`config.mk`:
```
export PLATFORM = sky130hd
export DESIGN_NAME = assoc_cache_lru_lfu_top
export DESIGN_NICKNAME = d
export VERILOG_FILES = /design/src/acache_pkg.sv /design/src/assoc_cache_lru_lfu_top.sv
export SDC_FILE = /design/constraint.sdc
export NUM_CORES = 2
export LEC_CHECK = 0
export BUFFER_PORTS_ARGS = -buffer_cell sky130_fd_sc_hd__buf_2
export CAP_MARGIN = 25
export CORE_AREA = 2 2 586 588
export DETAILED_ROUTE_END_ITERATION = 8
export DIE_AREA = 0 0 588 590
export PLACE_DENSITY = 0.53
export SYNTH_ARGS = -nofsm -noshare
export SYNTH_HDL_FRONTEND = slang
export SYNTH_SLANG_ARGS = --single-unit
```
`constraint.sdc`:
```
create_clock -name clk -period 32.8 [get_ports clk]
set_input_delay 4.92 -clock clk [delete_from_list [all_inputs] [get_ports clk]]
set_output_delay 4.92 -clock clk [all_outputs]
set_load 0.03 [all_outputs]
```
`src/acache_pkg.sv`:
```
// ----------------------------------------------------------------------------
// acache_pkg: shared types and constants for the associative cache
// Line geometry, counter limits, request and policy codes, config register
// indexes and the packed item types of the input and result channels.
// ----------------------------------------------------------------------------
package acache_pkg;

  // Geometry
  localparam int LINES      = 16;
  localparam int TAG_BITS   = 64;
  localparam int VALUE_BITS = 64;
  localparam int IDX_W      = (LINES > 1) ? $clog2(LINES) : 1;
  localparam int POS_W      = $clog2(LINES + 1);

  // Port field widths
  localparam int FIELD_W    = 64;
  localparam int CFG_IDX_W  = 3;
  localparam int CFG_DATA_W = 16;

  // Replacement counter
  localparam int CNT_W = 8;
  localparam logic [CNT_W-1:0] CNT_MAX = 8'hFF;

  // Request codes
  localparam logic REQ_LOOKUP = 1'b0;
  localparam logic REQ_PRESET = 1'b1;

  // Policy codes
  localparam logic POL_LRU = 1'b0;
  localparam logic POL_LFU = 1'b1;

  // Config register indexes
  localparam logic [CFG_IDX_W-1:0] CFG_POLICY_MODE    = 3'd0;
  localparam logic [CFG_IDX_W-1:0] CFG_LINES_IN_USE   = 3'd1;
  localparam logic [CFG_IDX_W-1:0] CFG_LRU_COUNT_INIT = 3'd2;
  localparam logic [CFG_IDX_W-1:0] CFG_LFU_COUNT_INIT = 3'd3;
  localparam logic [CFG_IDX_W-1:0] CFG_AGE_PERIOD     = 3'd4;

  typedef struct packed {
    logic               req_type;
    logic [FIELD_W-1:0] tag;
    logic [FIELD_W-1:0] fill_value;
  } in_item_t;

  typedef struct packed {
    logic               hit;
    logic [FIELD_W-1:0] read_value;
    logic               line_kept;
  } out_item_t;

  // Saturating increment of a replacement counter
  function automatic logic [CNT_W-1:0] bump(input logic [CNT_W-1:0] c);
    return (c == CNT_MAX) ? c : c + 1'b1;
  endfunction

endpackage

```
`src/assoc_cache_lru_lfu_top.sv`:
```
// ----------------------------------------------------------------------------
// assoc_cache_lru_lfu_top: read-only fully associative cache, LRU/LFU
// Tag/value lines with 8-bit replacement counters, scanned one line a cycle
// by a small sequencer that shares one compare/count-update unit.
// ----------------------------------------------------------------------------
//  channel   dir  handshake             payload
//  in        in   in_valid / in_ready   in_data  (in_item_t)
//  out       out  out_valid / out_ready out_data (out_item_t)
//  cfg       in   cfg_wr_en             cfg_index, cfg_data
//
//  A lookup makes one pass over the tag/count memories to search, a fill
//  step, and one read-modify-write pass over the count memory. A preset
//  makes only the search pass and the fill step. The pace is set by the
//  single read port of the line memories.
//  Reset is synchronous: clears valid bits and aging timer, resets config.
//  A result waits in the output register while the next item is taken in.
// ----------------------------------------------------------------------------
module assoc_cache_lru_lfu_top (
  input  logic                                clk,
  input  logic                                rst,
  input  logic                                in_valid,
  output logic                                in_ready,
  input  acache_pkg::in_item_t                in_data,
  output logic                                out_valid,
  input  logic                                out_ready,
  output acache_pkg::out_item_t               out_data,
  input  logic                                cfg_wr_en,
  input  logic [acache_pkg::CFG_IDX_W-1:0]    cfg_index,
  input  logic [acache_pkg::CFG_DATA_W-1:0]   cfg_data
);

  localparam int LINES   = acache_pkg::LINES;
  localparam int IDX_W   = acache_pkg::IDX_W;
  localparam int POS_W   = acache_pkg::POS_W;
  localparam int TAG_B   = acache_pkg::TAG_BITS;
  localparam int VAL_B   = acache_pkg::VALUE_BITS;
  localparam int CNT_W   = acache_pkg::CNT_W;
  localparam int FIELD_W = acache_pkg::FIELD_W;

  localparam logic [2:0] ST_IDLE   = 3'd0;
  localparam logic [2:0] ST_SCAN   = 3'd1;
  localparam logic [2:0] ST_DECIDE = 3'd2;
  localparam logic [2:0] ST_UPDATE = 3'd3;
  localparam logic [2:0] ST_DONE   = 3'd4;

  localparam logic [IDX_W-1:0] LAST_IDX = IDX_W'(LINES - 1);

  // Config registers
  logic        policy_mode;
  logic [4:0]  lines_in_use;
  logic [7:0]  lru_count_init;
  logic [7:0]  lfu_count_init;
  logic [15:0] age_period;

  // Line storage
  logic [TAG_B-1:0] tag_mem [LINES];
  logic [VAL_B-1:0] val_mem [LINES];
  logic [CNT_W-1:0] cnt_mem [LINES];
  logic [LINES-1:0] line_valid;
  logic [15:0]      age_timer;

  // Sequencer
  logic [2:0]             state;
  logic [POS_W-1:0]       pos;
  logic                   rd_vld;
  logic [IDX_W-1:0]       rd_idx;
  acache_pkg::in_item_t   item;
  acache_pkg::out_item_t  res;

  // Registered memory reads
  logic [TAG_B-1:0] tag_q;
  logic [VAL_B-1:0] val_q;
  logic [CNT_W-1:0] cnt_q;

  // Search results
  logic             hit_found;
  logic [IDX_W-1:0] hit_idx;
  logic [VAL_B-1:0] hit_val;
  logic             free_found;
  logic [IDX_W-1:0] free_idx;
  logic [IDX_W-1:0] vic_idx;
  logic [CNT_W-1:0] vic_cnt;
  logic             fill_q;
  logic [IDX_W-1:0] slot_idx;
  logic             age_q;

  // Combinational helpers
  logic [POS_W-1:0] n_eff;
  logic             en_j;
  logic             better;
  logic [CNT_W-1:0] init_cnt;
  logic [CNT_W-1:0] upd_cnt;
  logic [CNT_W-1:0] cnt_wd;
  logic [IDX_W-1:0] cnt_wa;
  logic             cnt_we;
  logic             tag_we;
  logic [IDX_W-1:0] tag_wa;
  logic             lookup;
  logic             do_fill;
  logic [IDX_W-1:0] fill_idx;
  logic [16:0]      timer_inc;
  logic             pass_end;

  // Enabled lines, saturated to the line count
  assign n_eff = (32'(lines_in_use) > LINES) ? POS_W'(LINES) : POS_W'(lines_in_use);
  assign en_j  = POS_W'(rd_idx) < n_eff;
  assign lookup = (item.req_type == acache_pkg::REQ_LOOKUP);
  assign init_cnt = (policy_mode == acache_pkg::POL_LFU) ? lfu_count_init : lru_count_init;
  assign better = (policy_mode == acache_pkg::POL_LFU) ? (cnt_q < vic_cnt) : (cnt_q > vic_cnt);
  assign pass_end = rd_vld && (rd_idx == LAST_IDX);
  assign timer_inc = {1'b0, age_timer} + 17'd1;

  // Decide whether and where the item is stored
  always_comb begin
    do_fill  = 1'b0;
    fill_idx = free_idx;
    if (!lookup) begin
      do_fill = free_found;
    end else if (!hit_found && (n_eff != '0)) begin
      do_fill  = 1'b1;
      fill_idx = free_found ? free_idx : vic_idx;
    end
  end

  // Count of the line under the update pass
  always_comb begin
    upd_cnt = cnt_q;
    if (hit_found) begin
      if (policy_mode == acache_pkg::POL_LFU) begin
        if (rd_idx == hit_idx) upd_cnt = acache_pkg::bump(cnt_q);
      end else if (rd_idx == hit_idx) begin
        upd_cnt = lru_count_init;
      end else if (en_j && line_valid[rd_idx]) begin
        upd_cnt = acache_pkg::bump(cnt_q);
      end
    end else if (fill_q && (rd_idx == slot_idx)) begin
      upd_cnt = init_cnt;
    end
    if (age_q) upd_cnt = upd_cnt >> 1;
  end

  // Count memory write port
  always_comb begin
    cnt_we = 1'b0;
    cnt_wa = rd_idx;
    cnt_wd = upd_cnt;
    if (state == ST_UPDATE) begin
      cnt_we = rd_vld;
    end else if ((state == ST_DECIDE) && !lookup) begin
      cnt_we = do_fill;
      cnt_wa = fill_idx;
      cnt_wd = init_cnt;
    end
  end

  assign tag_we = (state == ST_DECIDE) && do_fill;
  assign tag_wa = fill_idx;

  // Line memories: one read a cycle, one tag/value write and one count write
  always_ff @(posedge clk) begin
    tag_q <= tag_mem[pos[IDX_W-1:0]];
    val_q <= val_mem[pos[IDX_W-1:0]];
    cnt_q <= cnt_mem[pos[IDX_W-1:0]];
    if (tag_we) begin
      tag_mem[tag_wa] <= item.tag[TAG_B-1:0];
      val_mem[tag_wa] <= item.fill_value[VAL_B-1:0];
    end
    if (cnt_we) begin
      cnt_mem[cnt_wa] <= cnt_wd;
    end
  end

  // Config writes
  always_ff @(posedge clk) begin
    if (rst) begin
      policy_mode    <= acache_pkg::POL_LRU;
      lines_in_use   <= 5'd16;
      lru_count_init <= 8'd0;
      lfu_count_init <= 8'd1;
      age_period     <= 16'd1024;
    end else if (cfg_wr_en) begin
      unique case (cfg_index)
        acache_pkg::CFG_POLICY_MODE:    policy_mode    <= cfg_data[0];
        acache_pkg::CFG_LINES_IN_USE:   lines_in_use   <= cfg_data[4:0];
        acache_pkg::CFG_LRU_COUNT_INIT: lru_count_init <= cfg_data[7:0];
        acache_pkg::CFG_LFU_COUNT_INIT: lfu_count_init <= cfg_data[7:0];
        acache_pkg::CFG_AGE_PERIOD:     age_period     <= cfg_data;
        default: ;
      endcase
    end
  end

  // Search unit: evaluate one registered line a cycle
  always_ff @(posedge clk) begin
    if (state == ST_IDLE) begin
      hit_found  <= 1'b0;
      free_found <= 1'b0;
    end else if ((state == ST_SCAN) && rd_vld && en_j) begin
      if (line_valid[rd_idx] && !hit_found && (tag_q == item.tag[TAG_B-1:0])) begin
        hit_found <= 1'b1;
        hit_idx   <= rd_idx;
        hit_val   <= val_q;
      end
      if (!line_valid[rd_idx] && !free_found) begin
        free_found <= 1'b1;
        free_idx   <= rd_idx;
      end
      if ((rd_idx == '0) || better) begin
        vic_idx <= rd_idx;
        vic_cnt <= cnt_q;
      end
    end
  end

  // Sequencer, valid bits, aging timer and result
  always_ff @(posedge clk) begin
    if (rst) begin
      state      <= ST_IDLE;
      pos        <= '0;
      rd_vld     <= 1'b0;
      line_valid <= '0;
      age_timer  <= '0;
      out_valid  <= 1'b0;
    end else begin
      // free the output register once its item is taken, unless a new one loads
      if (out_valid && out_ready && (state != ST_DONE)) out_valid <= 1'b0;
      unique case (state)
        ST_IDLE: begin
          pos    <= '0;
          rd_vld <= 1'b0;
          if (in_valid) begin
            item  <= in_data;
            state <= ST_SCAN;
          end
        end
        ST_SCAN, ST_UPDATE: begin
          // advance the read pointer, drop the read once past the last line
          if (pos < POS_W'(LINES)) begin
            pos    <= pos + 1'b1;
            rd_vld <= 1'b1;
            rd_idx <= pos[IDX_W-1:0];
          end else begin
            rd_vld <= 1'b0;
          end
          if (pass_end) begin
            pos    <= '0;
            rd_vld <= 1'b0;
            state  <= (state == ST_SCAN) ? ST_DECIDE : ST_DONE;
          end
        end
        ST_DECIDE: begin
          fill_q   <= do_fill;
          slot_idx <= fill_idx;
          age_q    <= 1'b0;
          if (do_fill) line_valid[fill_idx] <= 1'b1;
          res.hit        <= lookup && hit_found;
          res.read_value <= (lookup && hit_found) ? FIELD_W'(hit_val)
                                                  : FIELD_W'(item.fill_value[VAL_B-1:0]);
          res.line_kept  <= do_fill || (lookup && hit_found);
          if (lookup) begin
            if (timer_inc >= {1'b0, age_period}) begin
              age_q     <= 1'b1;
              age_timer <= '0;
            end else begin
              age_timer <= timer_inc[15:0];
            end
            state <= ST_UPDATE;
          end else begin
            state <= ST_DONE;
          end
        end
        ST_DONE: begin
          // hold the result until the output register is free
          if (!out_valid || out_ready) begin
            out_valid <= 1'b1;
            out_data  <= res;
            state     <= ST_IDLE;
          end
        end
        default: state <= ST_IDLE;
      endcase
    end
  end

  assign in_ready = (state == ST_IDLE);

  // A stored line is never dropped
  assert property (@(posedge clk) disable iff (rst)
    1'b1 |=> ((line_valid & $past(line_valid)) == $past(line_valid)))
    else $error("valid line lost");

  // A hit always leaves the tag resident
  assert property (@(posedge clk) disable iff (rst)
    (state == ST_DONE) && res.hit |-> res.line_kept)
    else $error("hit without line kept");

  // A preset never reports a hit
  assert property (@(posedge clk) disable iff (rst)
    (state == ST_DONE) && (item.req_type == acache_pkg::REQ_PRESET) |-> !res.hit)
    else $error("preset reported a hit");

  // The aging timer stays below its period after each lookup
  assert property (@(posedge clk) disable iff (rst)
    (state == ST_UPDATE) && !rd_vld |-> (age_timer < age_period) || (age_timer == '0))
    else $error("aging timer out of range");

  // Every fill, victim or free line, lands on an enabled line
  assert property (@(posedge clk) disable iff (rst)
    (state == ST_DECIDE) && do_fill |-> (POS_W'(fill_idx) < n_eff))
    else $error("fill outside enabled lines");

endmodule

```
==> metrics <==
status complete, no violations; layout cells sized above 1 0.302; Internal 0.00637 W; maxcap violations 0; crit path from state[0]; worst r2r dst val_mem[3][47]; Syn Nets 4613; Net Sw Frac 0.229; 1st-iter DRT viols 4287; total track usage 0.141; Comb pwr share 0.089; FF/Latch Area 80400 sq um; die width 588 um; Final setup viols 0; fin crit share 0.218; crit path DAT 2220 ps; unrepaired setup endpoints after global routing no; multi-input logic area 20500 sq um; power consumption 0.00826 W; antenna viol nets, final 0; synth warn 0; worst min-delay path category flip-flop to flip-flop; DRT Wirelength 249 mm; CTS H-tree lvls 5; final global-route overflow total 0; synthesized cell area 102000 sq um; initial antenna violation count 51; CP Launch Type flip-flop; setup_tns 0 ps; synthesis-stage register bit count 2749; Vias/cell 4.85; Critical Path RT 27880 ps; Hold-fix buffers, CTS 0; CTS root buf clkbuf_16; Num CTS Buffers 298; Max Clk Rate 140 MHz; setup bufs post-CTS 0; number of synthesized flops with an enable pin 2531; CTS Sinks 2749; Core Region 341000 sq um; port bufs 220; Top Ports 221; first-pass GRT wire length 355 mm; CP endpoint kind output pin; std cell rows 215; CP Class flip-flop to output pin; Synth Flop Type edfxtp_1; Syn Area/Cell 23.0 sq um; Skew-Pair Late Insertion Delay 870 ps; vias 46700; skew final 58.5 ps; Die ar. 347000 sq um; Clock Tree Buf Depth 4; Layout area overhead 16.6%; Worst Tran Pin Value 1120 ps; post_cts resized 0; highest ir drop seen on vdd 0.0000461 V; Die Height 590 um; clock share of power 0.403; Synth cell types 69; r2r setup slk 27170 ps; fin crit period 7140 ps; pin count of the biggest net entering global routing 125; Worst-path clk slew 60 ps; TritonRoute pass-1 iters 7; Pwr Density 69.7 nW/um^2; vias in the first global route 48600; reg2reg start lines_in_use[4]; worst r2r path cells 8; Seq pwr share 0.508; # DRC 0; final hold vios 0; dpl hpwl 127 mm; WHS Endpoint hit_val[10]; switching pwr 0.00189 W; Mapped Cells 4430; WHS Path Cells 0; initial core utilization 0.298; NumNets Final 5024; Leak 36.3 nW; CTS tree yes; asr flop ratio synth 0; sequential share of the synthesized area 0.790; Min-Delay Startpoint val_q[10]; per-cell routed wire length 25.8 um; Slew headroom 0.251; Layout fillers 31600; Slew Viols, Final 0; Final Wtd Congestion 0.744; Crit Path Max Fanout 10
synth_stat cells, drive strengths merged (6+ instances only):
library cell | n | area (sq um)
a21o | 12 | 90.1
a21oi | 61 | 305
a22o | 6 | 52.6
a31oi | 10 | 62.6
a32o | 14 | 140
and3 | 9 | 56.3
buf | 59 | 254
clkbuf | 142 | 533
dfxtp | 218 | 4360
edfxtp | 2531 | 76000
ha | 30 | 375
inv | 61 | 229
mux2 | 69 | 781
mux2i | 23 | 230
mux4 | 684 | 15400
nand2 | 118 | 443
nand2b | 15 | 93.8
nand3 | 21 | 105
nand4 | 19 | 119
nor2 | 108 | 405
nor2b | 14 | 87.6
nor3 | 13 | 65.1
nor4 | 17 | 128
o21ai | 21 | 105
o22ai | 12 | 75.1
xnor2 | 23 | 201
xor2 | 38 | 333
metal layers:
metal  up-vias  wire length [um]  share of wire  GRT usage
met5         -               113        0.00045          0
met4        18              5490          0.022     0.0345
met3       368             14300          0.057     0.0246
met2      1453            118000           0.47      0.226
met1     25500            111000           0.45      0.199
li1      19400                 -              -          -
logic make-up (layout without fill, tap and decap cells):
kind of cell / count (synthesis) / count (layout) / share of synthesized area
AND/OR/NAND/NOR: 363 / 363 / 0.0169
multiplexers: 776 / 776 / 0.161
adder cells (fa/ha/maj): 30 / 30 / 0.00369
AO/OA/AOI/OAI: 189 / 189 / 0.0129
other: 0 / 4 / 0
flip-flops: 2749 / 2749 / 0.790
buffers and inverters: 262 / 914 / 0.00999
XOR/XNOR: 61 / 61 / 0.00525
final cells by class:
class | count | share of cell area
repair buffers | 312 | 0.0172
clock inverters | 140 | 0.0121
diodes | 4 | 0.0000844
multi-input cells | 1419 | 0.173
flip-flops and latches | 2749 | 0.678
clock buffers | 401 | 0.0697
inverters | 61 | 0.00193
well taps | 4557 | 0.0481
metrics by stage:
stage	instance area [sq um]	utilization	setup WS [ps]	cells	hold WS, ps
final	119000	0.348	25660	9643	385
after global routing	119000	0.348	25550	9640	391
after CTS	118000	0.347	25590	9634	380
after detailed placement	109000	0.319	25170	9093	389
after global placement	109000	0.319	25180	9087	386
after floorplan	102000	-	17320	4430	386
worst max path at each step:
stage / slack [ps] / depth (start not counted) / endpoint
final: 25660 / 3 / in_ready
after floorplan: 17320 / 3 / item[0]
after detailed placement: 25170 / 5 / item[100]
after CTS: 25590 / 3 / in_ready
after global routing: 25550 / 3 / in_ready
after global placement: 25180 / 5 / item[100]
flip-flops by register name, indices dropped and copies added, names as in the netlist, 8 cells and up:
| signal | flops |
|---|---|
| hit_val | 64 |
| vic_cnt | 8 |
| item | 129 |
| age_timer | 16 |
| cnt_mem | 128 |
| val_mem | 1024 |
| tag_q | 64 |
| val_q | 64 |
| res | 66 |
| lfu_count_init | 8 |
| line_valid | 16 |
| tag_mem | 1024 |
| cnt_q | 8 |
| lru_count_init | 8 |
| age_period | 16 |
| out_data | 66 |
cells in the final DEF, fill, tap and decap left out, types with 13 or more instances in the layout:
| master | synthesis | layout |
|---|---|---|
| clkbuf_16 | 0 | 306 |
| ha_1 | 30 | 30 |
| a21oi_1 | 61 | 61 |
| bufinv_16 | 0 | 27 |
| nor4_1 | 15 | 14 |
| xnor2_1 | 23 | 23 |
| mux4_2 | 684 | 684 |
| clkbuf_8 | 0 | 25 |
| dfxtp_1 | 218 | 214 |
| a32o_1 | 14 | 14 |
| nor2b_1 | 14 | 13 |
| nor2_4 | 0 | 17 |
| clkinv_1 | 0 | 41 |
| edfxtp_1 | 2531 | 2531 |
| clkinv_2 | 0 | 46 |
| mux2i_1 | 23 | 23 |
| nand3_1 | 21 | 21 |
| inv_1 | 61 | 61 |
| clkbuf_1 | 142 | 70 |
| xor2_1 | 38 | 38 |
| buf_2 | 5 | 220 |
| nand4_1 | 19 | 19 |
| nor2_1 | 108 | 91 |
| nand2b_1 | 15 | 15 |
| o21ai_0 | 21 | 21 |
| nand2_1 | 118 | 118 |
| mux2_2 | 68 | 68 |
| buf_4 | 1 | 72 |
| buf_12 | 0 | 16 |
critical path: stages, from the launching register on:
cell and delay [ps]:
dfxtp_1 400, or3_1 540, inv_1 140, buf_2 280
power by group through the flow:
| stage | registers, W | clock network (W) | logic [W] |
|---|---|---|---|
| global placement | 0.00426 | 0 | 0.000738 |
| CTS | 0.00420 | 0.00343 | 0.000747 |
| finish | 0.00420 | 0.00333 | 0.000733 |
| detailed placement | 0.00428 | 0 | 0.000745 |
| global route | 0.00422 | 0.00355 | 0.000791 |
| floorplan | 0.00422 | 0 | 0.000525 |
Note: power is estimated with default switching activity, not from simulation.
